==> config.mk <==
export PLATFORM = sky130hd
export DESIGN_NAME = mcce_lane
export DESIGN_NICKNAME = d
export VERILOG_FILES = /design/src/rtl/core/assert_macros.svh /design/src/rtl/core/mcce_pkg.sv /design/src/rtl/core/mcce_lane.sv
export SDC_FILE = /design/constraint.sdc
export NUM_CORES = 2
export LEC_CHECK = 0
export BUFFER_PORTS_ARGS = -buffer_cell sky130_fd_sc_hd__clkbuf_2
export CORE_UTILIZATION = 58
export CTS_CLUSTER_DIAMETER = 100
export DETAILED_ROUTE_END_ITERATION = 12
export GPL_TIMING_DRIVEN = 0
export MAX_ROUTING_LAYER = met4
export PLACE_DENSITY_LB_ADDON = 0.15
export RECOVER_POWER = 100
export SYNTH_ARGS = -nofsm -noshare
export SYNTH_HDL_FRONTEND = slang
export SYNTH_SLANG_ARGS = --single-unit
==> constraint.sdc <==
create_clock -name clk -period 20.7 [get_ports clk]
set_input_delay 4.14 -clock clk [delete_from_list [all_inputs] [get_ports clk]]
set_output_delay 4.14 -clock clk [all_outputs]
set_load 0.02 [all_outputs]
==> src/rtl/core/assert_macros.svh <==
// Assertion macros shared by the command encoder RTL.
// Depends on a clock named clk and an active-low reset named rst_n in scope.
`ifndef ASSERT_MACROS_SVH
`define ASSERT_MACROS_SVH
`ifndef NO_ASSERTIONS
`define MCCE_ASSERT(lbl, expr) \
  lbl: assert property (@(posedge clk) disable iff (!rst_n) (expr)) \
    else $error("assertion failed");
`define MCCE_ASSERT_NEXT(lbl, ante, cons) \
  lbl: assert property (@(posedge clk) disable iff (!rst_n) (ante) |=> (cons)) \
    else $error("assertion failed");
`else
`define MCCE_ASSERT(lbl, expr)
`define MCCE_ASSERT_NEXT(lbl, ante, cons)
`endif
`endif

==> src/rtl/core/mcce_pkg.sv <==
// Types, codes and constants of the motor CAN command encoder.
// No dependencies; the modules and the testbench refer to it by scoped names.
`timescale 1ns / 1ps
package mcce_pkg;

  typedef enum logic [2:0] {
    OP_MIT         = 3'd0,
    OP_SPEED       = 3'd1,
    OP_POS_SPEED   = 3'd2,
    OP_ENABLE      = 3'd3,
    OP_DISABLE     = 3'd4,
    OP_ENABLE_ALL  = 3'd5,
    OP_DISABLE_ALL = 3'd6,
    OP_MODE_CHANGE = 3'd7
  } op_e;

  typedef enum logic [2:0] {
    REG_POSITION_LIMIT = 3'd0,
    REG_VELOCITY_LIMIT = 3'd1,
    REG_TORQUE_LIMIT   = 3'd2,
    REG_STIFFNESS_MAX  = 3'd3,
    REG_DAMPING_MAX    = 3'd4
  } reg_e;

  typedef struct packed {
    logic [2:0]         operation;
    logic [3:0]         motor_slot;
    logic signed [23:0] mit_position;
    logic signed [23:0] mit_velocity;
    logic [24:0]        mit_stiffness;
    logic [19:0]        mit_damping;
    logic signed [23:0] mit_torque;
    logic [31:0]        target_position_word;
    logic [31:0]        target_velocity_word;
    logic [1:0]         mode_sel;
  } in_word_t;

  typedef struct packed {
    logic [10:0] can_id;
    logic [63:0] payload;
    logic [3:0]  byte_count;
    logic        last;
  } out_word_t;

  typedef struct packed {
    op_e         op;
    logic [4:0]  base;
    logic [31:0] pos_word;
    logic [31:0] vel_word;
    logic [1:0]  mode;
  } cmd_t;

  localparam int DIV_STAGES     = 4;
  localparam int BITS_PER_STAGE = 4;
  localparam int QUOT_W         = DIV_STAGES * BITS_PER_STAGE;
  localparam int OFF_W          = 25;
  localparam int NUM_W          = OFF_W + QUOT_W;
  localparam int LATENCY        = 2 + DIV_STAGES;
  localparam int FRAME_CAP      = 6;
  localparam int MODE_FRAMES    = 4;

  localparam logic [10:0] ID_BROADCAST = 11'h7FF;
  localparam logic [10:0] ID_OFS_SPEED = 11'h200;
  localparam logic [10:0] ID_OFS_POS   = 11'h100;
  localparam logic [63:0] PAT_ENABLE   = 64'hFFFF_FFFF_FFFF_FFFC;
  localparam logic [63:0] PAT_DISABLE  = 64'hFFFF_FFFF_FFFF_FFFD;
  localparam logic [7:0]  MODE_SET_KEY = 8'h55;
  localparam logic [7:0]  MODE_SET_REG = 8'h0A;
  localparam logic [7:0]  SAVE_KEY     = 8'hAA;
  localparam logic [7:0]  SAVE_REG     = 8'h01;

  localparam logic [22:0] POSITION_LIMIT_RST = 23'd819200;
  localparam logic [22:0] VELOCITY_LIMIT_RST = 23'd1966080;
  localparam logic [22:0] TORQUE_LIMIT_RST   = 23'd655360;
  localparam logic [24:0] STIFFNESS_MAX_RST  = 25'd32768000;
  localparam logic [19:0] DAMPING_MAX_RST    = 20'd327680;

  function automatic logic [31:0] swap32(input logic [31:0] w);
    return {w[7:0], w[15:8], w[23:16], w[31:24]};
  endfunction

endpackage

==> src/rtl/core/mcce_lane.sv <==
// One scaling lane: offset and saturation, numerator, then a pipelined divider.
// Depends on mcce_pkg; the enable moves all stages together.
`timescale 1ns / 1ps
module mcce_lane #(
  parameter int CODE_BITS = 16
) (
  input  logic                        clk,
  input  logic                        en,
  input  logic signed [25:0]          value_i,
  input  logic [mcce_pkg::OFF_W-1:0]  bias_i,
  input  logic [mcce_pkg::OFF_W-1:0]  span_i,
  output logic [CODE_BITS-1:0]        code_o
);

  localparam int OW = mcce_pkg::OFF_W;
  localparam int QW = mcce_pkg::QUOT_W;
  localparam int NW = mcce_pkg::NUM_W;
  localparam int DS = mcce_pkg::DIV_STAGES;
  localparam int BS = mcce_pkg::BITS_PER_STAGE;

  logic signed [OW+1:0] off;
  logic                 sat_lo, sat_hi;
  logic [OW-1:0]        off_a_r, off_a_nxt, span_a_r;
  logic                 sat_a_r;
  logic [NW-1:0]        ext_b, prod_b, num_b_nxt, num_b_r;
  logic [OW-1:0]        span_b_r;
  logic                 sat_b_r;
  logic [OW-1:0]        rem_r  [DS];
  logic [QW-1:0]        low_r  [DS];
  logic [QW-1:0]        quo_r  [DS];
  logic [OW-1:0]        span_r [DS];
  logic                 sat_r  [DS];

  assign off    = $signed({value_i[25], value_i}) + $signed({2'b00, bias_i});
  assign sat_lo = off[OW+1] || (off == '0);
  assign sat_hi = !sat_lo && (off[OW:0] >= {1'b0, span_i});
  assign off_a_nxt = (sat_lo || sat_hi) ? '0 : off[OW-1:0];

  always_ff @(posedge clk) begin
    if (en) begin
      off_a_r  <= off_a_nxt;
      span_a_r <= span_i;
      sat_a_r  <= sat_hi;
    end
  end

  assign ext_b     = {{QW{1'b0}}, off_a_r};
  assign prod_b    = (ext_b << CODE_BITS) - ext_b;
  assign num_b_nxt = prod_b << (QW - CODE_BITS);

  always_ff @(posedge clk) begin
    if (en) begin
      num_b_r  <= num_b_nxt;
      span_b_r <= span_a_r;
      sat_b_r  <= sat_a_r;
    end
  end

  for (genvar k = 0; k < DS; k++) begin : g_div
    logic [OW-1:0] rem_in, rem_nxt, span_in;
    logic [QW-1:0] low_in, low_nxt, quo_in, quo_nxt;
    logic          sat_in;
    logic [OW:0]   trial;

    if (k == 0) begin : g_first
      assign rem_in  = num_b_r[NW-1:QW];
      assign low_in  = num_b_r[QW-1:0];
      assign quo_in  = '0;
      assign span_in = span_b_r;
      assign sat_in  = sat_b_r;
    end else begin : g_next
      assign rem_in  = rem_r[k-1];
      assign low_in  = low_r[k-1];
      assign quo_in  = quo_r[k-1];
      assign span_in = span_r[k-1];
      assign sat_in  = sat_r[k-1];
    end

    always_comb begin
      rem_nxt = rem_in;
      low_nxt = low_in;
      quo_nxt = quo_in;
      trial   = '0;
      for (int j = 0; j < BS; j++) begin
        trial   = {rem_nxt, low_nxt[QW-1]};
        low_nxt = {low_nxt[QW-2:0], 1'b0};
        if (trial >= {1'b0, span_in}) begin
          trial   = trial - {1'b0, span_in};
          quo_nxt = {quo_nxt[QW-2:0], 1'b1};
        end else begin
          quo_nxt = {quo_nxt[QW-2:0], 1'b0};
        end
        rem_nxt = trial[OW-1:0];
      end
    end

    always_ff @(posedge clk) begin
      if (en) begin
        rem_r[k]  <= rem_nxt;
        low_r[k]  <= low_nxt;
        quo_r[k]  <= quo_nxt;
        span_r[k] <= span_in;
        sat_r[k]  <= sat_in;
      end
    end
  end

  assign code_o = sat_r[DS-1] ? {CODE_BITS{1'b1}} : quo_r[DS-1][QW-1 -: CODE_BITS];

endmodule

; Yosys cells after proc, flatten, opt, wreduce, memory -nomap -nowiden
; Memories as Yosys holds them, arrays and structs flattened.
; Cells that the tools add are included.
[totals]
reg_bits = 118
latch_bits = 0
mem_bits_rw = 316
romBits = 0
inputBits = 78
out_inout_bits = 16
elab_cells = 86
n_memories = 5
[op_classes]
addsub = 18
multipliers = 0
div_mod_pow = 0
n_lt_le_gt_ge = 17
eq_ne = 0
n_shift = 0
n_mux = 35
bitwise_logic = 0
n_reduce_logical = 5
[mem_list]
columns = name, depth, word_bits, read_ports, rd_clocked_by_memory_dff, wr, line
row1 = rem_r, 4, 25, 3, 0, 4, mcce_lane.sv:28  ; logic [OW-1:0] rem_r [DS];
row2 = span_r, 4, 25, 3, 0, 4, mcce_lane.sv:31  ; logic [OW-1:0] span_r [DS];
row3 = quo_r, 4, 16, 4, 0, 4, mcce_lane.sv:30  ; logic [QW-1:0] quo_r [DS];
row4 = low_r, 4, 12, 3, 0, 4, mcce_lane.sv:29  ; logic [QW-1:0] low_r [DS];
row5 = sat_r, 4, 1, 4, 0, 4, mcce_lane.sv:32  ; logic sat_r [DS];
[op_table]
columns = operator, count
row1 = $ge 26x25->1, 17
row2 = $mux 25, 16
row3 = $sub 25x25->25, 16
row4 = $sub 41x25->41, 1
row5 = $add 26x26->27, 1
row6 = $logic_not 27->1, 1
row7 = $mux 1, 18
row8 = $mux 16, 1
row9 = $logic_or 1x1->1, 2
row10 = $logic_and 1x1->1, 1
row11 = $logic_not 1->1, 1

; Longest topological paths before layout
; An unclocked memory read counts as a cell.
[logic_depth]
ltp_word = 9
mapped_depth = 54
depth_no_buf = 48

; Worst setup path after synthesis
; No wires, ideal clock.
[synth_timing]
kind = reg-to-reg
start = memory span_r[1][17] in the netlist's numbering
end = memory rem_r[2][10] in the netlist's numbering (data pin)
setup_ps = 260
arrival_time_ps = 11210
required_time_ps = 20440
path_slack_ps = 9230
stages_incl_launch_ff = 50
path_buffers = 7
period_less_slack_ps = 11470
path_cell_list = edfxtp_1 > inv_1 > ha_1 > buf_2 > nand4_1 > nor2_1 > nand4_1 > nor4b_1 > a2111oi_0 > o311a_4 > clkbuf_1 > clkbuf_1 > mux2_2 > ha_1 > nand4_1 > nor2_1 > nand4_1 > or4_1 > (+14 left out) > a21o_1 > buf_2 > buf_2 > mux2i_1 > fa_1 > a21o_1 > a21o_1 > a2111oi_0 > nor4_1 > o41ai_1 > a211oi_1 > o21a_1 > nand4_1 > nand3_1 > a211oi_4 > inv_2 > buf_6 > mux2_4
[synth_lines]
columns = element, line
row1 = "start, declared", mcce_lane.sv:31
row2 = "end, declared", mcce_lane.sv:28

==> impl_metrics.yaml <==
status:
  status: "complete, but fails checks"
  violations: "max-capacitance violations, max-slew violations"
setup_path:
  ff2ff_setup_slack_ps: 3480
  start_kind: "register"
  cpPeakStageDelay_ps: 990
  rr_endpoint: "rem_r[2][16]$_DFFE_PP_"
  r2r_cells: 51
  worst_path_max_delay_cell: "nor3_1"
  cp-endpoint: "rem_r[2][16]$_DFFE_PP_"
  end_kind: "register"
  arrival_ps: 17540
  setup.worst_path.class: "reg -> reg"
  required_ps: 21020
  crit_start: "span_r[1][19]$_DFFE_PP_"
  r2r-start: "span_r[1][19]$_DFFE_PP_"
  cp_max_fo: 10
  cp_common_cell: "clkbuf_1"
die:
  die_y_um: 254
  coreArea_um2: 62100
  ioPinCount: 94
  die_w_um: 254
  die-area_um2: 64300
  start_util_pct: 59.1
  placementRows: 91
logic_synthesis:
  synthArstFlopShare_pct: 0
  syn_area_per_cell_um2: 9.13
  synth_top_cell_by_area: "edfxtp_1"
  yosysWarnings: 0
  syn_area_um2: 36700
  synth.top_cell.area_share_pct: 27.5
  synth_seq_cells: 336
  ys_seq_area_share_pct: 27.5
  ys.flop_type: "edfxtp_1"
  yosys-top-cells-area: "edfxtp_1, ha_1, mux2_2"
  synth_edf_count: 336
  synthTopCellsByCount: "ha_1, a21oi_1, edfxtp_1, inv_1, nor2_1"
  yosysUniqueCellTypes: 95
  syn_nets: 4572
  syn_inst: 4018
  synth.most_common_cell: "ha_1"
timing:
  setup_tns_ps: 0
  period_minus_slack_ps: 17220
  skew_ps: 55.2
  finalHoldViolCount: 0
  maxSlewViolCount: 343
  slew_headroom_pct: -257
  rsz0062_at_grt: "false"
  worst_pin_slew_ps: 5360
  fin_crit_sh_pct: 83.2
  setup_viol: 0
  fmax_mhz: 58.1
placed_design:
  gp_congestion: 0.985
  hpwl_um: 80300
  port-buffer-count: 93
route:
  drc: 0
  postRouteWirelength_um: 98500
  num_vias: 30800
  avgViaCountPerCell: 6.13
  drt-wirelength-per-cell_um: 19.6
  ant_nets: 0
  drt_pre_antenna_iters: 6
  drt_iter0_drc: 2546
global_routing:
  grt_pass1_vias: 28400
  overflow: 0
  grtUsageTotal_pct: 31.0
  antenna_found_initial: 0
  grt_pass1_wl_um: 152000
  grt_max_degree: 108
clock_network:
  cts_tree: "built"
  cts_setup_buffers: 0
  post_cts_resized: 0
  cts_buffers: 41
  cts-root-buf: "clkbuf_16"
  path_clk_slew_ps: 60
  cts_buffer_depth: 3
  cts_sinks: 336
  cts_hold_buf: 0
  htreeDepth: 2
  clock_latency_ps: 610
final_layout:
  areaGrowthSynthToFinish_pct: 7.37
  num-nets-final: 4711
  antenna_cells: 0
  drive_gt1_share_pct: 9.96
min_path:
  worstHoldPathType: "reg -> reg"
run:
  maxCapViolCount: 4
cells by family (layout without fill, tap and decap cells):
| family | after synthesis | after routing | share of synthesized area [%] |
|---|---|---|---|
| AOI/OAI and AO/OA | 1159 | 1159 | 20.6 |
| and+or+nand+nor | 1024 | 1024 | 13.7 |
| adders and majority gates | 476 | 476 | 16.6 |
| buffers and inverters | 384 | 553 | 4.23 |
| xor gates and xnor gates | 351 | 351 | 8.38 |
| DFF | 336 | 336 | 27.5 |
| muxes | 288 | 288 | 9.09 |
per-stage QoR:
| stage | cell area [um^2] | setup WS [ps] | hold slack [ps] | instances | utilization (%) |
|---|---|---|---|---|---|
| finish | 39400 | 3480 | 403 | 5024 | 63.5 |
| global placement | 38200 | 5950 | 400 | 4948 | 61.6 |
| floorplan | 36700 | 9230 | 400 | 4018 | - |
| detailed placement | 38300 | 5810 | 405 | 4951 | 61.7 |
| CTS | 39700 | 5730 | 417 | 5024 | 64.0 |
| global route | 39400 | 2520 | 420 | 5024 | 63.5 |
area by class of cell:
type                            instances  area (um^2)
Clock buffer                           42         1030
Buffer                                 79          338
Tap cell                              837         1050
Multi-Input combinational cell       3298        24900
Clock inverter                         31          378
Fill cell                            5393        22700
Sequential cell                       336        10100
Inverter                              305         1140
Timing Repair Buffer                   96          424
routing by layer:
metal	GRT usage, %	routed length (um)	vias to the layer above
li1	-	-	15300
met1	41.5	44800	14400
met2	48.7	44200	911
met3	3.33	5790	184
met4	11.0	3640	0
met5	-	0	-
worst min-delay path by stage:
stage                                 startpoint                              to  cells after the start
after floorplan                sat_a_r$_DFFE_PP_       g_div[0].sat_in$_DFFE_PP_                      0
after global placement    span_a_r[23]$_DFFE_PP_  g_div[0].span_in[23]$_DFFE_PP_                      0
after detailed placement  span_a_r[15]$_DFFE_PP_  g_div[0].span_in[15]$_DFFE_PP_                      0
after CTS                  quo_r[2][1]$_DFFE_PP_           quo_r[3][5]$_DFFE_PP_                      0
after global routing       quo_r[2][1]$_DFFE_PP_           quo_r[3][5]$_DFFE_PP_                      0
final                      quo_r[2][1]$_DFFE_PP_           quo_r[3][5]$_DFFE_PP_                      0
critical path, delay by kind of cell, from the launching register on:
| kind | cells | cell delay (ps) |
|---|---|---|
| AND/OR/NAND/NOR | 15 | 2900 |
| multiplexers | 3 | 1190 |
| flip-flops | 1 | 520 |
| AO/OA/AOI/OAI | 20 | 6780 |
| buffers and inverters | 9 | 3870 |
| adder cells (fa/ha/maj) | 4 | 1630 |
cell usage in the layout, fill, tap and decap left out, types with 33 or more instances in the layout:
cell       count
a211oi_1      36
a21o_1       172
a21oi_1      355
a31oi_1       43
clkbuf_1     105
clkbuf_16     41
clkbuf_2      51
edfxtp_1     336
ha_1         460
inv_1        303
mux2_1        37
mux2_2       198
mux2i_1       33
nand2_1      244
nand2b_1      36
nand3_1       67
nand4_1       68
nor2_1       275
nor2b_1       43
nor3_1        96
o21a_1        74
o21ai_0      201
o21bai_1      50
or2_2         37
xnor2_1      255
xor2_1        96
flip-flops by register name, indices dropped and copies added (netlist names):
register,count
g_div.sat_in,1
g_div.span_in,25
low_r,24
num_b_r,41
off_a_r,25
quo_r,40
rem_r,75
sat_a_r,1
sat_r,4
span_a_r,25
span_r,75
Power is left out: the tool's default activity adds up to more than one toggle a clock period on the data nets, which glitch-free logic cannot reach.
