## config.mk

```make
export PLATFORM = sky130hd
export DESIGN_NAME = mcce_framer
export DESIGN_NICKNAME = d
export VERILOG_FILES = /design/src/rtl/core/mcce_pkg.sv /design/src/rtl/core/mcce_framer.sv
export VERILOG_INCLUDE_DIRS = /design/src /design/src/rtl/core
export SDC_FILE = /design/constraint.sdc
export NUM_CORES = 1
export LEC_CHECK = 0
export BUFFER_PORTS_ARGS = -buffer_cell sky130_fd_sc_hd__buf_2
export CORE_ASPECT_RATIO = 1.1
export CORE_MARGIN = 2
export CORE_UTILIZATION = 47
export CTS_CLUSTER_SIZE = 28
export DETAILED_ROUTE_END_ITERATION = 8
export GPL_TIMING_DRIVEN = 1
export PLACE_DENSITY = 0.76
export SLEW_MARGIN = 20
export SYNTH_ARGS = -nofsm -noshare
export SYNTH_HDL_FRONTEND = slang
export SYNTH_SLANG_ARGS = --single-unit
export TNS_END_PERCENT = 20
```

## constraint.sdc

```tcl
create_clock -name clk -period 4.5 [get_ports clk]
set_input_delay 0.45 -clock clk [delete_from_list [all_inputs] [get_ports clk]]
set_output_delay 0.45 -clock clk [all_outputs]
set_load 0.05 [all_outputs]
```

## src/rtl/core/assert_macros.svh

```systemverilog
// Assertion macros shared by the command encoder RTL.
// Depends on a clock named clk and an active-low reset named rst_n in scope.
`ifndef ASSERT_MACROS_SVH
`define ASSERT_MACROS_SVH
`ifndef NO_ASSERTIONS
`define MCCE_ASSERT(lbl, expr) \
  lbl: assert property (@(posedge clk) disable iff (!rst_n) (expr)) \
    else $error("assertion failed");
`define MCCE_ASSERT_NEXT(lbl, ante, cons) \
  lbl: assert property (@(posedge clk) disable iff (!rst_n) (ante) |=> (cons)) \
    else $error("assertion failed");
`else
`define MCCE_ASSERT(lbl, expr)
`define MCCE_ASSERT_NEXT(lbl, ante, cons)
`endif
`endif

```

## src/rtl/core/mcce_pkg.sv

```systemverilog
// Types, codes and constants of the motor CAN command encoder.
// No dependencies; the modules and the testbench refer to it by scoped names.
`timescale 1ns / 1ps
package mcce_pkg;

  typedef enum logic [2:0] {
    OP_MIT         = 3'd0,
    OP_SPEED       = 3'd1,
    OP_POS_SPEED   = 3'd2,
    OP_ENABLE      = 3'd3,
    OP_DISABLE     = 3'd4,
    OP_ENABLE_ALL  = 3'd5,
    OP_DISABLE_ALL = 3'd6,
    OP_MODE_CHANGE = 3'd7
  } op_e;

  typedef enum logic [2:0] {
    REG_POSITION_LIMIT = 3'd0,
    REG_VELOCITY_LIMIT = 3'd1,
    REG_TORQUE_LIMIT   = 3'd2,
    REG_STIFFNESS_MAX  = 3'd3,
    REG_DAMPING_MAX    = 3'd4
  } reg_e;

  typedef struct packed {
    logic [2:0]         operation;
    logic [3:0]         motor_slot;
    logic signed [23:0] mit_position;
    logic signed [23:0] mit_velocity;
    logic [24:0]        mit_stiffness;
    logic [19:0]        mit_damping;
    logic signed [23:0] mit_torque;
    logic [31:0]        target_position_word;
    logic [31:0]        target_velocity_word;
    logic [1:0]         mode_sel;
  } in_word_t;

  typedef struct packed {
    logic [10:0] can_id;
    logic [63:0] payload;
    logic [3:0]  byte_count;
    logic        last;
  } out_word_t;

  typedef struct packed {
    op_e         op;
    logic [4:0]  base;
    logic [31:0] pos_word;
    logic [31:0] vel_word;
    logic [1:0]  mode;
  } cmd_t;

  localparam int DIV_STAGES     = 4;
  localparam int BITS_PER_STAGE = 4;
  localparam int QUOT_W         = DIV_STAGES * BITS_PER_STAGE;
  localparam int OFF_W          = 25;
  localparam int NUM_W          = OFF_W + QUOT_W;
  localparam int LATENCY        = 2 + DIV_STAGES;
  localparam int FRAME_CAP      = 6;
  localparam int MODE_FRAMES    = 4;

  localparam logic [10:0] ID_BROADCAST = 11'h7FF;
  localparam logic [10:0] ID_OFS_SPEED = 11'h200;
  localparam logic [10:0] ID_OFS_POS   = 11'h100;
  localparam logic [63:0] PAT_ENABLE   = 64'hFFFF_FFFF_FFFF_FFFC;
  localparam logic [63:0] PAT_DISABLE  = 64'hFFFF_FFFF_FFFF_FFFD;
  localparam logic [7:0]  MODE_SET_KEY = 8'h55;
  localparam logic [7:0]  MODE_SET_REG = 8'h0A;
  localparam logic [7:0]  SAVE_KEY     = 8'hAA;
  localparam logic [7:0]  SAVE_REG     = 8'h01;

  localparam logic [22:0] POSITION_LIMIT_RST = 23'd819200;
  localparam logic [22:0] VELOCITY_LIMIT_RST = 23'd1966080;
  localparam logic [22:0] TORQUE_LIMIT_RST   = 23'd655360;
  localparam logic [24:0] STIFFNESS_MAX_RST  = 25'd32768000;
  localparam logic [19:0] DAMPING_MAX_RST    = 20'd327680;

  function automatic logic [31:0] swap32(input logic [31:0] w);
    return {w[7:0], w[15:8], w[23:16], w[31:24]};
  endfunction

endpackage

```

## src/rtl/core/mcce_framer.sv

```systemverilog
// Frame expander and output register: turns one command into its CAN frames.
// Depends on mcce_pkg and assert_macros.svh.
`timescale 1ns / 1ps
`include "assert_macros.svh"
module mcce_framer #(
  parameter int MOTOR_COUNT = 6
) (
  input  logic                clk,
  input  logic                rst_n,
  input  logic                cmd_valid,
  input  mcce_pkg::cmd_t      cmd_i,
  input  logic [63:0]         mit_i,
  output logic                take_o,
  output logic                out_valid,
  input  logic                out_stall,
  output mcce_pkg::out_word_t out_word
);

  localparam int BC_FRAMES = (MOTOR_COUNT < mcce_pkg::FRAME_CAP) ? MOTOR_COUNT
                                                                 : mcce_pkg::FRAME_CAP;

  logic                hold_v_r, hold_v_nxt;
  mcce_pkg::cmd_t      hold_r;
  logic [63:0]         mit_r;
  logic [2:0]          cnt_r, cnt_nxt;
  logic [2:0]          frames;
  logic                load, emit, frame_last;
  mcce_pkg::out_word_t frame;
  logic                out_valid_r;
  mcce_pkg::out_word_t out_word_r;
  logic [63:0]         head;

  always_comb begin
    unique case (hold_r.op)
      mcce_pkg::OP_ENABLE_ALL, mcce_pkg::OP_DISABLE_ALL: frames = 3'(BC_FRAMES);
      mcce_pkg::OP_MODE_CHANGE:                          frames = 3'(mcce_pkg::MODE_FRAMES);
      default:                                           frames = 3'd1;
    endcase
  end

  assign frame_last = (cnt_r == frames - 3'd1);
  assign head       = {8'(hold_r.base), 8'h00, 48'h0};

  always_comb begin
    frame.can_id     = 11'(hold_r.base);
    frame.payload    = mcce_pkg::PAT_ENABLE;
    frame.byte_count = 4'd8;
    frame.last       = frame_last;
    unique case (hold_r.op)
      mcce_pkg::OP_MIT: frame.payload = mit_r;
      mcce_pkg::OP_SPEED: begin
        frame.can_id     = 11'(hold_r.base) + mcce_pkg::ID_OFS_SPEED;
        frame.payload    = {mcce_pkg::swap32(hold_r.vel_word), 32'h0};
        frame.byte_count = 4'd4;
      end
      mcce_pkg::OP_POS_SPEED: begin
        frame.can_id  = 11'(hold_r.base) + mcce_pkg::ID_OFS_POS;
        frame.payload = {mcce_pkg::swap32(hold_r.pos_word),
                         mcce_pkg::swap32(hold_r.vel_word)};
      end
      mcce_pkg::OP_ENABLE:  frame.payload = mcce_pkg::PAT_ENABLE;
      mcce_pkg::OP_DISABLE: frame.payload = mcce_pkg::PAT_DISABLE;
      mcce_pkg::OP_ENABLE_ALL: begin
        frame.can_id  = 11'(cnt_r) + 11'd1;
        frame.payload = mcce_pkg::PAT_ENABLE;
      end
      mcce_pkg::OP_DISABLE_ALL: begin
        frame.can_id  = 11'(cnt_r) + 11'd1;
        frame.payload = mcce_pkg::PAT_DISABLE;
      end
      mcce_pkg::OP_MODE_CHANGE: begin
        case (cnt_r)
          3'd0: begin
            frame.can_id  = mcce_pkg::ID_BROADCAST;
            frame.payload = head | {16'h0, mcce_pkg::MODE_SET_KEY, mcce_pkg::MODE_SET_REG,
                                    6'h0, hold_r.mode, 24'h0};
          end
          3'd1: frame.payload = mcce_pkg::PAT_DISABLE;
          3'd2: begin
            frame.can_id  = mcce_pkg::ID_BROADCAST;
            frame.payload = head | {16'h0, mcce_pkg::SAVE_KEY, mcce_pkg::SAVE_REG, 32'h0};
          end
          default: frame.payload = mcce_pkg::PAT_ENABLE;
        endcase
      end
      default: frame.payload = mcce_pkg::PAT_ENABLE;
    endcase
  end

  assign load   = !out_valid_r || !out_stall;
  assign emit   = load && hold_v_r;
  assign take_o = !hold_v_r || (emit && frame_last);

  always_comb begin
    hold_v_nxt = hold_v_r;
    cnt_nxt    = cnt_r;
    if (take_o) begin
      hold_v_nxt = cmd_valid;
      cnt_nxt    = '0;
    end else if (emit) begin
      cnt_nxt = cnt_r + 3'd1;
    end
  end

  always_ff @(posedge clk) begin
    if (!rst_n) begin
      hold_v_r    <= 1'b0;
      cnt_r       <= '0;
      out_valid_r <= 1'b0;
    end else begin
      hold_v_r <= hold_v_nxt;
      cnt_r    <= cnt_nxt;
      if (load) begin
        out_valid_r <= hold_v_r;
      end
    end
  end

  always_ff @(posedge clk) begin
    if (take_o) begin
      hold_r <= cmd_i;
      mit_r  <= mit_i;
    end
    if (load) begin
      out_word_r <= frame;
    end
  end

  assign out_valid = out_valid_r;
  assign out_word  = out_word_r;

  `MCCE_ASSERT(a_cnt_in_range, !hold_v_r || (cnt_r < frames))
  `MCCE_ASSERT_NEXT(a_burst_continues, out_valid && !out_stall && !out_word.last, out_valid)
  `MCCE_ASSERT_NEXT(a_take_clears_count, take_o, cnt_r == 3'd0)

endmodule

```

Word level (Yosys, flattened, before mapping)

Index checks and enable logic that the tools add are counted.

Add/sub/neg operators: 5
Equality and inequality tests: 10
Muxes and demuxes: 6
Bitwise logic cells: 2
Reduce and logical (&&, ||, !) cells: 14

Operator list:

| operator                | number |
|---|---|
| $pmux W64 S6            | 1 |
| $pmux W64 S3            | 1 |
| $or A61 B47 Y61         | 1 |
| $pmux W11 S4            | 1 |
| $eq A3 B3 Y1 const B    | 4 |
| $add A5 B10 Y11 const B | 1 |
| $mux W11                | 1 |
| $add A5 B9 Y10 const B  | 1 |
| $reduce_or A2 Y1        | 5 |
| $eq A3 B2 Y1 const B    | 3 |
| $eq A3 B1 Y1 const B    | 2 |
| $logic_not A3 Y1        | 2 |
| $pmux W3 S2             | 1 |
| $add A3 B1 Y4 const B   | 1 |
| $mux W4                 | 1 |
| $add A3 B1 Y3 const B   | 1 |
| $eq A3 B3 Y1            | 1 |
| $logic_not A1 Y1        | 3 |
| $sub A3 B1 Y3 const B   | 1 |
| $logic_and A1 B1 Y1     | 2 |
| $logic_or A1 B1 Y1      | 2 |
| $not A1 Y1              | 1 |

Flip-flop bits (word level): 223
Input port bits: 142
Output and inout bits: 82
Logic and storage cells: 50

Logic depth before layout (Yosys ltp)

Gate-level depths: netlist of the first run.

Depth in word-level cells: 8
Gate-level depth with buffers: 8
Mapped depth without buffers: 6

Worst setup path after synthesis of the first run

Ideal clock, no wire load.

Path type: register to register
Start: reg out_valid_r, in the netlist out_valid
End: reg hold_r, in the netlist head[56], enable pin
Library setup time: 0.451 ns
Data arrival time: 4.560 ns
Required time: 4.049 ns
Path slack: -0.511 ns
Stages on the path, launching flop included: 5
Buffers on the path: 1
Clock period less this slack: 5.011 ns
Path through: dfxtp_1 -> and2_1 -> clkbuf_1 -> inv_1 -> a21bo_2

Longest elaborated chain between the ends: 5

Ends and longest elaborated chain:

| element                  | RTL line           | source |
|---|---|---|
| start: declaration       | mcce_framer.sv:29  | `logic out_valid_r;` |
| start signal: assignment | mcce_framer.sv:114 | `out_valid_r <= hold_v_r;` |
| $logic_not A1 Y1         | mcce_framer.sv:90  | `assign load = !out_valid_r \|\| !out_stall;` |
| $logic_or A1 B1 Y1       | mcce_framer.sv:90  |  |
| $logic_and A1 B1 Y1      | mcce_framer.sv:91  | `assign emit = load && hold_v_r;` |
| $logic_and A1 B1 Y1      | mcce_framer.sv:92  | `assign take_o = !hold_v_r \|\| (emit && frame_last);` |
| $logic_or A1 B1 Y1       | mcce_framer.sv:92  |  |
| named net take_o         | mcce_framer.sv:13  | `output logic take_o,` |
| end signal: assignment   | mcce_framer.sv:121 | `hold_r <= cmd_i;` |
| end: declaration         | mcce_framer.sv:23  | `mcce_pkg::cmd_t hold_r;` |

The timed path passes the listed nets, and every way through them passes these cells.
A chain may end at the register's enable or synchronous reset.

==> results.cfg, run 1 <==
[clock_tree]
cts-hold-fix-buffers = 0
post_cts_buffers = 0
cts_tree = yes
cts_resized = 0
cts_htree_levels = 1
clock_sinks = 218
path_clk_slew_ns = 0.06
root_buffer = clkbuf_16
cts_buffers = 22
clock_path_buffers = 3
clock_latency_ns = 0.51

[worst_setup_path]
path_depth = 5
start_kind = flop
critPathMaxFanout = 21
worstRegToRegCells = 5
cpPeakStageDelay_ns = 0.76
worstReg2RegEnd = out_word[58]
crit_buf_inv = 1
path_class = flop to output port
required_ns = 4.05
path_delay_family = simple AND/OR/NAND/NOR gates
reg2reg_from = hold_r[72]
ff2ff_setup_slack_ns = 1.47
critical_path.cell_chain = xnor2_1, or4_1, nand3_1, a21bo_4, buf_2
cp-end-kind = output port
slowest_stage = edfxtp_1
cp.arrival_ns = 3.07

[final_layout]
n_fill_cell = 1346
nets = 886
fin_util = 0.5960
regArea_um2 = 6496
final_common_cell = buf_2
area_delta_synth_final_pct = 23.59
drive_gt1_frac = 0.3545
layout_common_cells = buf_2 (221), edfxtp_1 (213), nor2_1 (55), a21oi_1 (53), nand2_1 (43)
multi_input_area_um2 = 1529

[die]
core_region_area_um2 = 17080
fp.dieH_um = 142.8
initial_core_util = 0.4823
die-area_um2 = 18600
pin_count = 224
die_w_um = 130.2
rows = 50

[hold_path]
holdCritPathClass = input port to flop
min_to = mit_r[5]
hold_start = mit_i[5]
hold_depth = 1

[global_route]
grt_usage = 0.2012
gr-total-overflow = 0
grt_pass1_wl_mm = 28.33
antenna_found_initial = 2
grt_max_degree = 66
grt_pass1_vias = 5215

[synth]
yosysTopAreaCell = edfxtp_1
synth-seq-area-share = 0.7887
synth_top_family_by_area = compound AO/OA/AOI/OAI gates
synth_cell_type_count = 40
yosys_warnings = 0
ys_ff_latch = 218
syn_area_um2 = 8237
synth_compound_area_frac = 0.09403
muxShareOfSynthArea = 0.009722
synthXorXnorAreaFrac = 0.003190
syn-instance-count = 522
synthAdderAreaFrac = 0.006076
synthArstFlopShare = 0
syn_avg_cell_area_um2 = 15.78
synth.top_cells.by_area = edfxtp_1 (78%), a21oi_1 (3.2%), a32oi_1 (2.7%)
synth_top_area_frac = 0.7765
dominantRegCellSynth = edfxtp_1
synth-edff-count = 213
yosys.area_share.simple = 0.06881

[detailed_routing]
drt-pass1-iter-count = 5
drtIter0Drc = 420
vias_per_cell = 5.368
wl_mm = 19.31
ant_nets = 0
vias = 5320
wl_per_cell_um = 19.48
post-route-drc-count = 0

[sta]
finClkSkew_ns = 0.01823
tns_ns = 0
worst_pin_slew_ns = 0.9569
hold_violations = 0
setup_viol = 0
rsz0062_at_grt = false
max_freq_ghz = 0.2845
finalCritPeriodShare = 0.7812
max_slew_margin = 0.3606
finalCriticalPeriod_ns = 3.515
slew_viol_final = 0

[outcome]
status = finished clean

[power]
leakage_uw = 0.003944
power_density_nw_per_um2 = 499.2
ir_drop_mv = 0.3495

[placement]
gp_congestion = 0.8384
dpl.hpwl_mm = 12.86
port_buffers = 221

[flow_run]
max_cap_violations = 0
[cells in the mapped netlist, types with 6 or more instances]
library cell and instances:
edfxtp_1 213, nor2_1 57, a21oi_1 53, nand2_1 43, a32oi_1 25, clkbuf_1 14, buf_4 8, mux2i_1 8
inv_1 7, nand3_1 7, a22oi_1 6
[sequential cells by signal (all words and copies together) (netlist names)]
signal	cells
cnt_r	3
out_word	75
mit_r	64
hold_v_r	1
out_valid	1
head	5
hold_r	69
[per-layer routing]
| layer | vias to the layer above | GRT usage | wire (um) |
|---|---|---|---|
| li1 | 2442 | - | - |
| met1 | 2564 | 0.2680 | 7573 |
| met2 | 269 | 0.3318 | 9642 |
| met3 | 41 | 0.04421 | 1553 |
| met4 | 4 | 0.06395 | 510 |
| met5 | - | 0 | 27 |
[kinds of logic after synthesis]
kind of cell | after synthesis
AND/OR/NAND/NOR | 131
flip-flops | 218
adder cells (fa/ha/maj) | 4
AO/OA/AOI/OAI | 113
buffers and inverters | 44
XOR/XNOR | 3
multiplexers | 8
other | 1
[report_power, final]
| group | internal, uW | leakage [uW] | switching (uW) | total [uW] |
|---|---|---|---|---|
| combinational | 204 | 0.00140 | 668 | 872 |
| clock | 901 | 0.000320 | 729 | 1630 |
| sequential | 2490 | 0.00222 | 86.6 | 2580 |
[worst max path at each step]
stage | end | slack [ns] | startpoint
6_report | take_o | 0.98 | hold_r[72]
5_1_grt | take_o | 0.84 | hold_r[73]
4_1_cts | take_o | 1.0 | hold_r[72]
3_5_place_dp | take_o | 1.52 | hold_r[73]
3_3_place_gp | take_o | 1.65 | hold_r[72]
2_1_floorplan | head[56] | 0.28 | out_valid
[cell type report]
cell class,count,share of cell area
antenna,1,0.0002458
clock buffer,26,0.05556
clock inverter,14,0.007620
inverter,7,0.002950
multi-input combinational,261,0.1502
sequential,218,0.6381
tap,234,0.02876
timing repair buffer,230,0.1165
[metrics by stage]
stage	worst slack (ns)	total power, uW	instance area, um^2	cells	hold slack, ns
global placement	1.651	3473	9530	950	0.5288
global route	0.8368	5256	10180	990	0.09828
detailed placement	1.516	3493	9530	950	0.5442
finish	0.9847	5081	10180	991	0.1132
CTS	0.9954	5111	10170	990	0.1005
floorplan	0.2784	3236	8244	523	0.4920
Note: power is estimated with default switching activity, not from simulation.
==> inputs of run 2 (changes only) <==
--- a/config.mk
+++ b/config.mk
@@ -6,14 +6,15 @@
 export SDC_FILE = /design/constraint.sdc
 export NUM_CORES = 1
 export LEC_CHECK = 0
+export ABC_AREA = 1
 export BUFFER_PORTS_ARGS = -buffer_cell sky130_fd_sc_hd__buf_2
 export CORE_ASPECT_RATIO = 1.1
 export CORE_MARGIN = 2
-export CORE_UTILIZATION = 47
+export CORE_UTILIZATION = 52
 export CTS_CLUSTER_SIZE = 28
 export DETAILED_ROUTE_END_ITERATION = 8
 export GPL_TIMING_DRIVEN = 1
-export PLACE_DENSITY = 0.76
+export PLACE_DENSITY = 0.79
 export SLEW_MARGIN = 20
 export SYNTH_ARGS = -nofsm -noshare
 export SYNTH_HDL_FRONTEND = slang
==> constraint.sdc (replaced) <==
create_clock -name clk -period 3.59 [get_ports clk]
set_input_delay 0.359 -clock clk [delete_from_list [all_inputs] [get_ports clk]]
set_output_delay 0.359 -clock clk [all_outputs]
set_load 0.05 [all_outputs]
==> results.cfg, run 2 <==
[die]
die_w_um = 123.3
fp.dieH_um = 135.2
initial_core_util = 0.5367
die-area_um2 = 16680
rows = 47
core_region_area_um2 = 15170
pin_count = 224

[synth]
yosys_warnings = 0
synth_most_common_cell = edfxtp_1
synth_top_area_frac = 0.7855
synthArstFlopShare = 0
syn_area_um2 = 8143
ys_ff_latch = 218
synthTopCellsByCount = edfxtp_1 (213), nand2_1 (109), nor2_1 (64)
syn-instance-count = 574
synth-edff-count = 213
yosysTopAreaCell = edfxtp_1
synth.top_cells.by_area = edfxtp_1 (79%), nand2_1 (5.0%), a21oi_1 (3.0%)
syn_avg_cell_area_um2 = 14.19
synth-seq-area-share = 0.7978
dominantRegCellSynth = edfxtp_1
synth_cell_type_count = 25

[clock_tree]
cts_resized = 0
clock_path_buffers = 3
cts-hold-fix-buffers = 0
clock_latency_ns = 0.49
cts_tree = yes
cts_htree_levels = 1
cts_buffers = 22
path_clk_slew_ns = 0.06
root_buffer = clkbuf_16
clock_sinks = 218
post_cts_buffers = 0

[global_route]
gr-total-overflow = 0
antenna_found_initial = 3
grt_max_degree = 77
grt_pass1_vias = 5406
grt_pass1_wl_mm = 28.01
grt_usage = 0.2211

[detailed_routing]
vias_per_cell = 5.445
post-route-drc-count = 0
wl_mm = 18.88
ant_nets = 0
drt-pass1-iter-count = 5
wl_per_cell_um = 18.68
drtIter0Drc = 444
vias = 5505

[worst_setup_path]
critical_path.cell_chain = inv_1, nor2_1, nand2_1, nand2_1, nor2_1, nand3_1, nand2_8, buf_2
cp-end-kind = output port
crit_buf_inv = 2
cp.arrival_ns = 2.95
cpPeakStageDelay_ns = 0.57
critPathMaxFanout = 73
path_delay_family = simple AND/OR/NAND/NOR gates
required_ns = 3.23
path_class = flop to output port
slowest_stage = nor2_1
start_kind = flop

[sta]
tns_ns = 0
hold_violations = 0
worst_slack_ns = 0.2791
finalCriticalPeriod_ns = 3.311
finalCritPeriodShare = 0.9223
finClkSkew_ns = 0.009037
setup_viol = 0
max_slew_margin = 0.3332
rsz0062_at_grt = false
slew_viol_final = 0
max_freq_ghz = 0.3020
worst_pin_slew_ns = 1.000

[hold_path]
holdCritPathClass = input port to flop

[final_layout]
multi_input_area_um2 = 1431
n_fill_cell = 1085
layout_common_cells = buf_2 (221), edfxtp_1 (213), nand2_1 (107), nor2_1 (64), a21oi_1 (49)
postLayoutCellArea_um2 = 10180
area_delta_synth_final_pct = 24.99
nets = 943
regArea_um2 = 6496
drive_gt1_frac = 0.3300
final_common_cell = buf_2
largest_reg_flops = 75

[placement]
dpl.hpwl_mm = 12.71
dpl_worst_slack_ns = 0.8434
place_area_um2 = 9427
port_buffers = 221
gp_congestion = 0.8630

[flow_run]
max_cap_violations = 0

[outcome]
status = finished clean

[power]
ir_drop_mv = 0.4086
power_density_nw_per_um2 = 696.6
leakage_uw = 0.004049
## run 2: per-stage QoR
stage / utilization / hold slack, ns / std cells / total power [uW]
after floorplan: - / 0.4579 / 575 / 4412
after global placement: 0.6213 / 0.5123 / 969 / 4787
after detailed placement: 0.6213 / 0.5183 / 969 / 4820
after CTS: 0.6703 / 0.02462 / 1008 / 7135
after global routing: 0.6708 / 0.01922 / 1011 / 7338
final: 0.6708 / 0.03890 / 1011 / 7089
## run 2: final cells by class
type	count	share of cell area
diodes	3	0.0007376
clock buffers	29	0.06073
clock inverters	10	0.01229
inverters	22	0.008114
multi-input cells	305	0.1406
flip-flops and latches	218	0.6383
well taps	196	0.02410
repair buffers	228	0.1151
## run 2: kinds of logic after synthesis
logic type | Yosys count | share of synthesized area
XOR/XNOR | 2 | 0.002152
buffers and inverters | 52 | 0.02981
flip-flops | 218 | 0.7978
adder cells (fa/ha/maj) | 4 | 0.006147
AO/OA/AOI/OAI | 81 | 0.05532
other | 1 | 0.0004605
AND/OR/NAND/NOR | 216 | 0.1083
## run 2: report_power, final
part / internal, uW / switching (uW) / total (uW)
registers: 3250 / 131 / 3380
logic: 289 / 1090 / 1380
clock network: 1420 / 900 / 2320
## run 2: layer usage
layer,vias to the layer above,global-route usage,part of all wire
met1,2642,0.2954,0.39
met2,291,0.3690,0.50
met5,-,0,0
li1,2526,-,-
met3,46,0.03451,0.078
met4,0,0.08018,0.031
## run 2: path summary, 6_finish.rpt
check / start / depth (start not counted) / endpoint / slack, ns
max: hold_r[73] / 8 / take_o / 0.28
min: cmd_i[44] / 1 / hold_r[44] / 0.04
max reg2reg: hold_r[73] / 8 / hold_r[16] / 0.83
min reg2reg: mit_r[0] / 2 / out_word[5] / 0.53
==> inputs of run 3 (changes only) <==
--- a/config.mk
+++ b/config.mk
@@ -6,7 +6,6 @@
 export SDC_FILE = /design/constraint.sdc
 export NUM_CORES = 1
 export LEC_CHECK = 0
-export ABC_AREA = 1
 export BUFFER_PORTS_ARGS = -buffer_cell sky130_fd_sc_hd__buf_2
 export CORE_ASPECT_RATIO = 1.1
 export CORE_MARGIN = 2
==> results.cfg, run 3 (synthesis results as in run 1) <==
[global_route]
grt_max_degree = 79
grt_pass1_vias = 5137
grt_use_met3 = 0.06166
gr-total-overflow = 0
grt_usage = 0.2209
met2_usage = 0.3742
antenna_found_initial = 2
busiest_layer = met2
grt_pass1_wl_mm = 27.74
globalRouteMet1Util = 0.2789

[worst_setup_path]
worstRegToRegCells = 5
critical_path.cell_chain = xnor2_1, or4_1, nand3_1, a21bo_4, buf_2
cpPeakStageDelay_ns = 0.59
critPathMaxFanout = 13
path_delay_family = simple AND/OR/NAND/NOR gates
cp.arrival_ns = 2.60
slowest_stage = edfxtp_1
start_kind = flop
ff2ff_setup_slack_ns = 0.84
worstReg2RegEnd = mit_r[6]
crit_buf_inv = 1
path_class = flop to output port
required_ns = 3.23
cp-end-kind = output port
reg2reg_from = hold_r[72]

[clock_tree]
clock_path_buffers = 3
cts_tree = yes
root_buffer = clkbuf_16
cts_buffers = 22
clock_sinks = 218
post_cts_buffers = 0
path_clk_slew_ns = 0.06
cts_resized = 0
cts-hold-fix-buffers = 0
clock_latency_ns = 0.50
cts_htree_levels = 1

[power]
leakage_uw = 0.003949
ir_drop_mv = 0.4751
power_density_nw_per_um2 = 631.8

[sta]
setup_viol = 0
finalCriticalPeriod_ns = 2.962
hold_violations = 0
tns_ns = 0
max_slew_margin = 0.2790
finalCritPeriodShare = 0.8251
max_freq_ghz = 0.3376
rsz0062_at_grt = false
finClkSkew_ns = 0.01912
worst_pin_slew_ns = 1.081
slew_viol_final = 0

[placement]
gp_congestion = 0.8920
port_buffers = 221
place_area_um2 = 9495
dpl.hpwl_mm = 12.54

[final_layout]
n_fill_cell = 1129
area_delta_synth_final_pct = 23.45
nets = 887
largest_reg_flops = 75
layout_common_cells = buf_2 (221), edfxtp_1 (213), nor2_1 (55), a21oi_1 (53), nand2_1 (43)
final_common_cell = buf_2
drive_gt1_frac = 0.3554
postLayoutCellArea_um2 = 10170

[die]
core_region_area_um2 = 15620
die_w_um = 124
fp.dieH_um = 136
die-area_um2 = 16860
rows = 48
pin_count = 224
initial_core_util = 0.5275

[detailed_routing]
wl_per_cell_um = 19.65
drt-pass1-iter-count = 5
drtIter0Drc = 455
post-route-drc-count = 0
vias = 5351
vias_per_cell = 5.586
ant_nets = 0
wl_mm = 18.82

[hold_path]
holdCritPathClass = input port to flop
hold_start = cmd_i[2]
min_to = hold_r[2]
hold_depth = 1

[flow_run]
max_cap_violations = 0

[outcome]
status = finished clean
-- run 3: cell types whose count changed in the layout (fill, tap and decap cells not counted), moves of 6 or more --
| cell | delta |
|---|---|
| a22oi_1 | +6 |
| nand3_1 | -22 |
| nand2_1 | -64 |
| nor2_1 | -9 |
| nand4_1 | -9 |
| mux2i_1 | +8 |
| inv_1 | -11 |
| a32oi_1 | +25 |
| a31oi_1 | -18 |
-- run 3: per-layer routing --
layer / share of wire / vias to the layer above
met5: 0.00058 / -
met3: 0.11 / 45
li1: - / 2437
met1: 0.36 / 2525
met4: 0.028 / 2
met2: 0.50 / 342
-- run 3: how the worst max path moves through the flow --
stage               start         to  cells after the start
3_5_place_dp   hold_r[72]  mit_r[38]                      5
6_report       hold_r[72]     take_o                      5
3_3_place_gp   hold_r[72]  mit_r[38]                      5
4_1_cts        hold_r[72]     take_o                      5
2_1_floorplan   out_valid   head[56]                      4
5_1_grt        hold_r[72]     take_o                      5
-- run 3: cell type report --
class | count | area (um^2) | area share
clock inverter | 10 | 48.80 | 0.004799
tap | 200 | 250.2 | 0.02461
antenna | 1 | 2.502 | 0.0002461
timing repair buffer | 231 | 1194 | 0.1174
clock buffer | 30 | 621.8 | 0.06115
inverter | 7 | 30.03 | 0.002953
sequential | 218 | 6496 | 0.6389
multi-input combinational | 261 | 1525 | 0.1500
-- run 3: per-stage QoR --
step | hold WS, ns | util | worst slack, ns | power, uW | std cells
after detailed placement | 0.5371 | 0.6081 | 0.8754 | 4373 | 917
after CTS | 0.02360 | 0.6510 | 0.6279 | 6462 | 957
final | 0.03160 | 0.6512 | 0.6281 | 6425 | 958
after floorplan | 0.4579 | - | 0.1464 | 4055 | 523
after global placement | 0.5290 | 0.6081 | 0.9656 | 4349 | 917
after global routing | 0.01683 | 0.6510 | 0.4663 | 6641 | 957
-- run 3: where the power goes --
group	switching (uW)	leakage (uW)	internal (uW)	total [uW]
combinational	839	0.00140	259	1100
sequential	102	0.00222	3130	3230
clock	891	0.000324	1210	2100
total	1830	0.00395	4590	6420
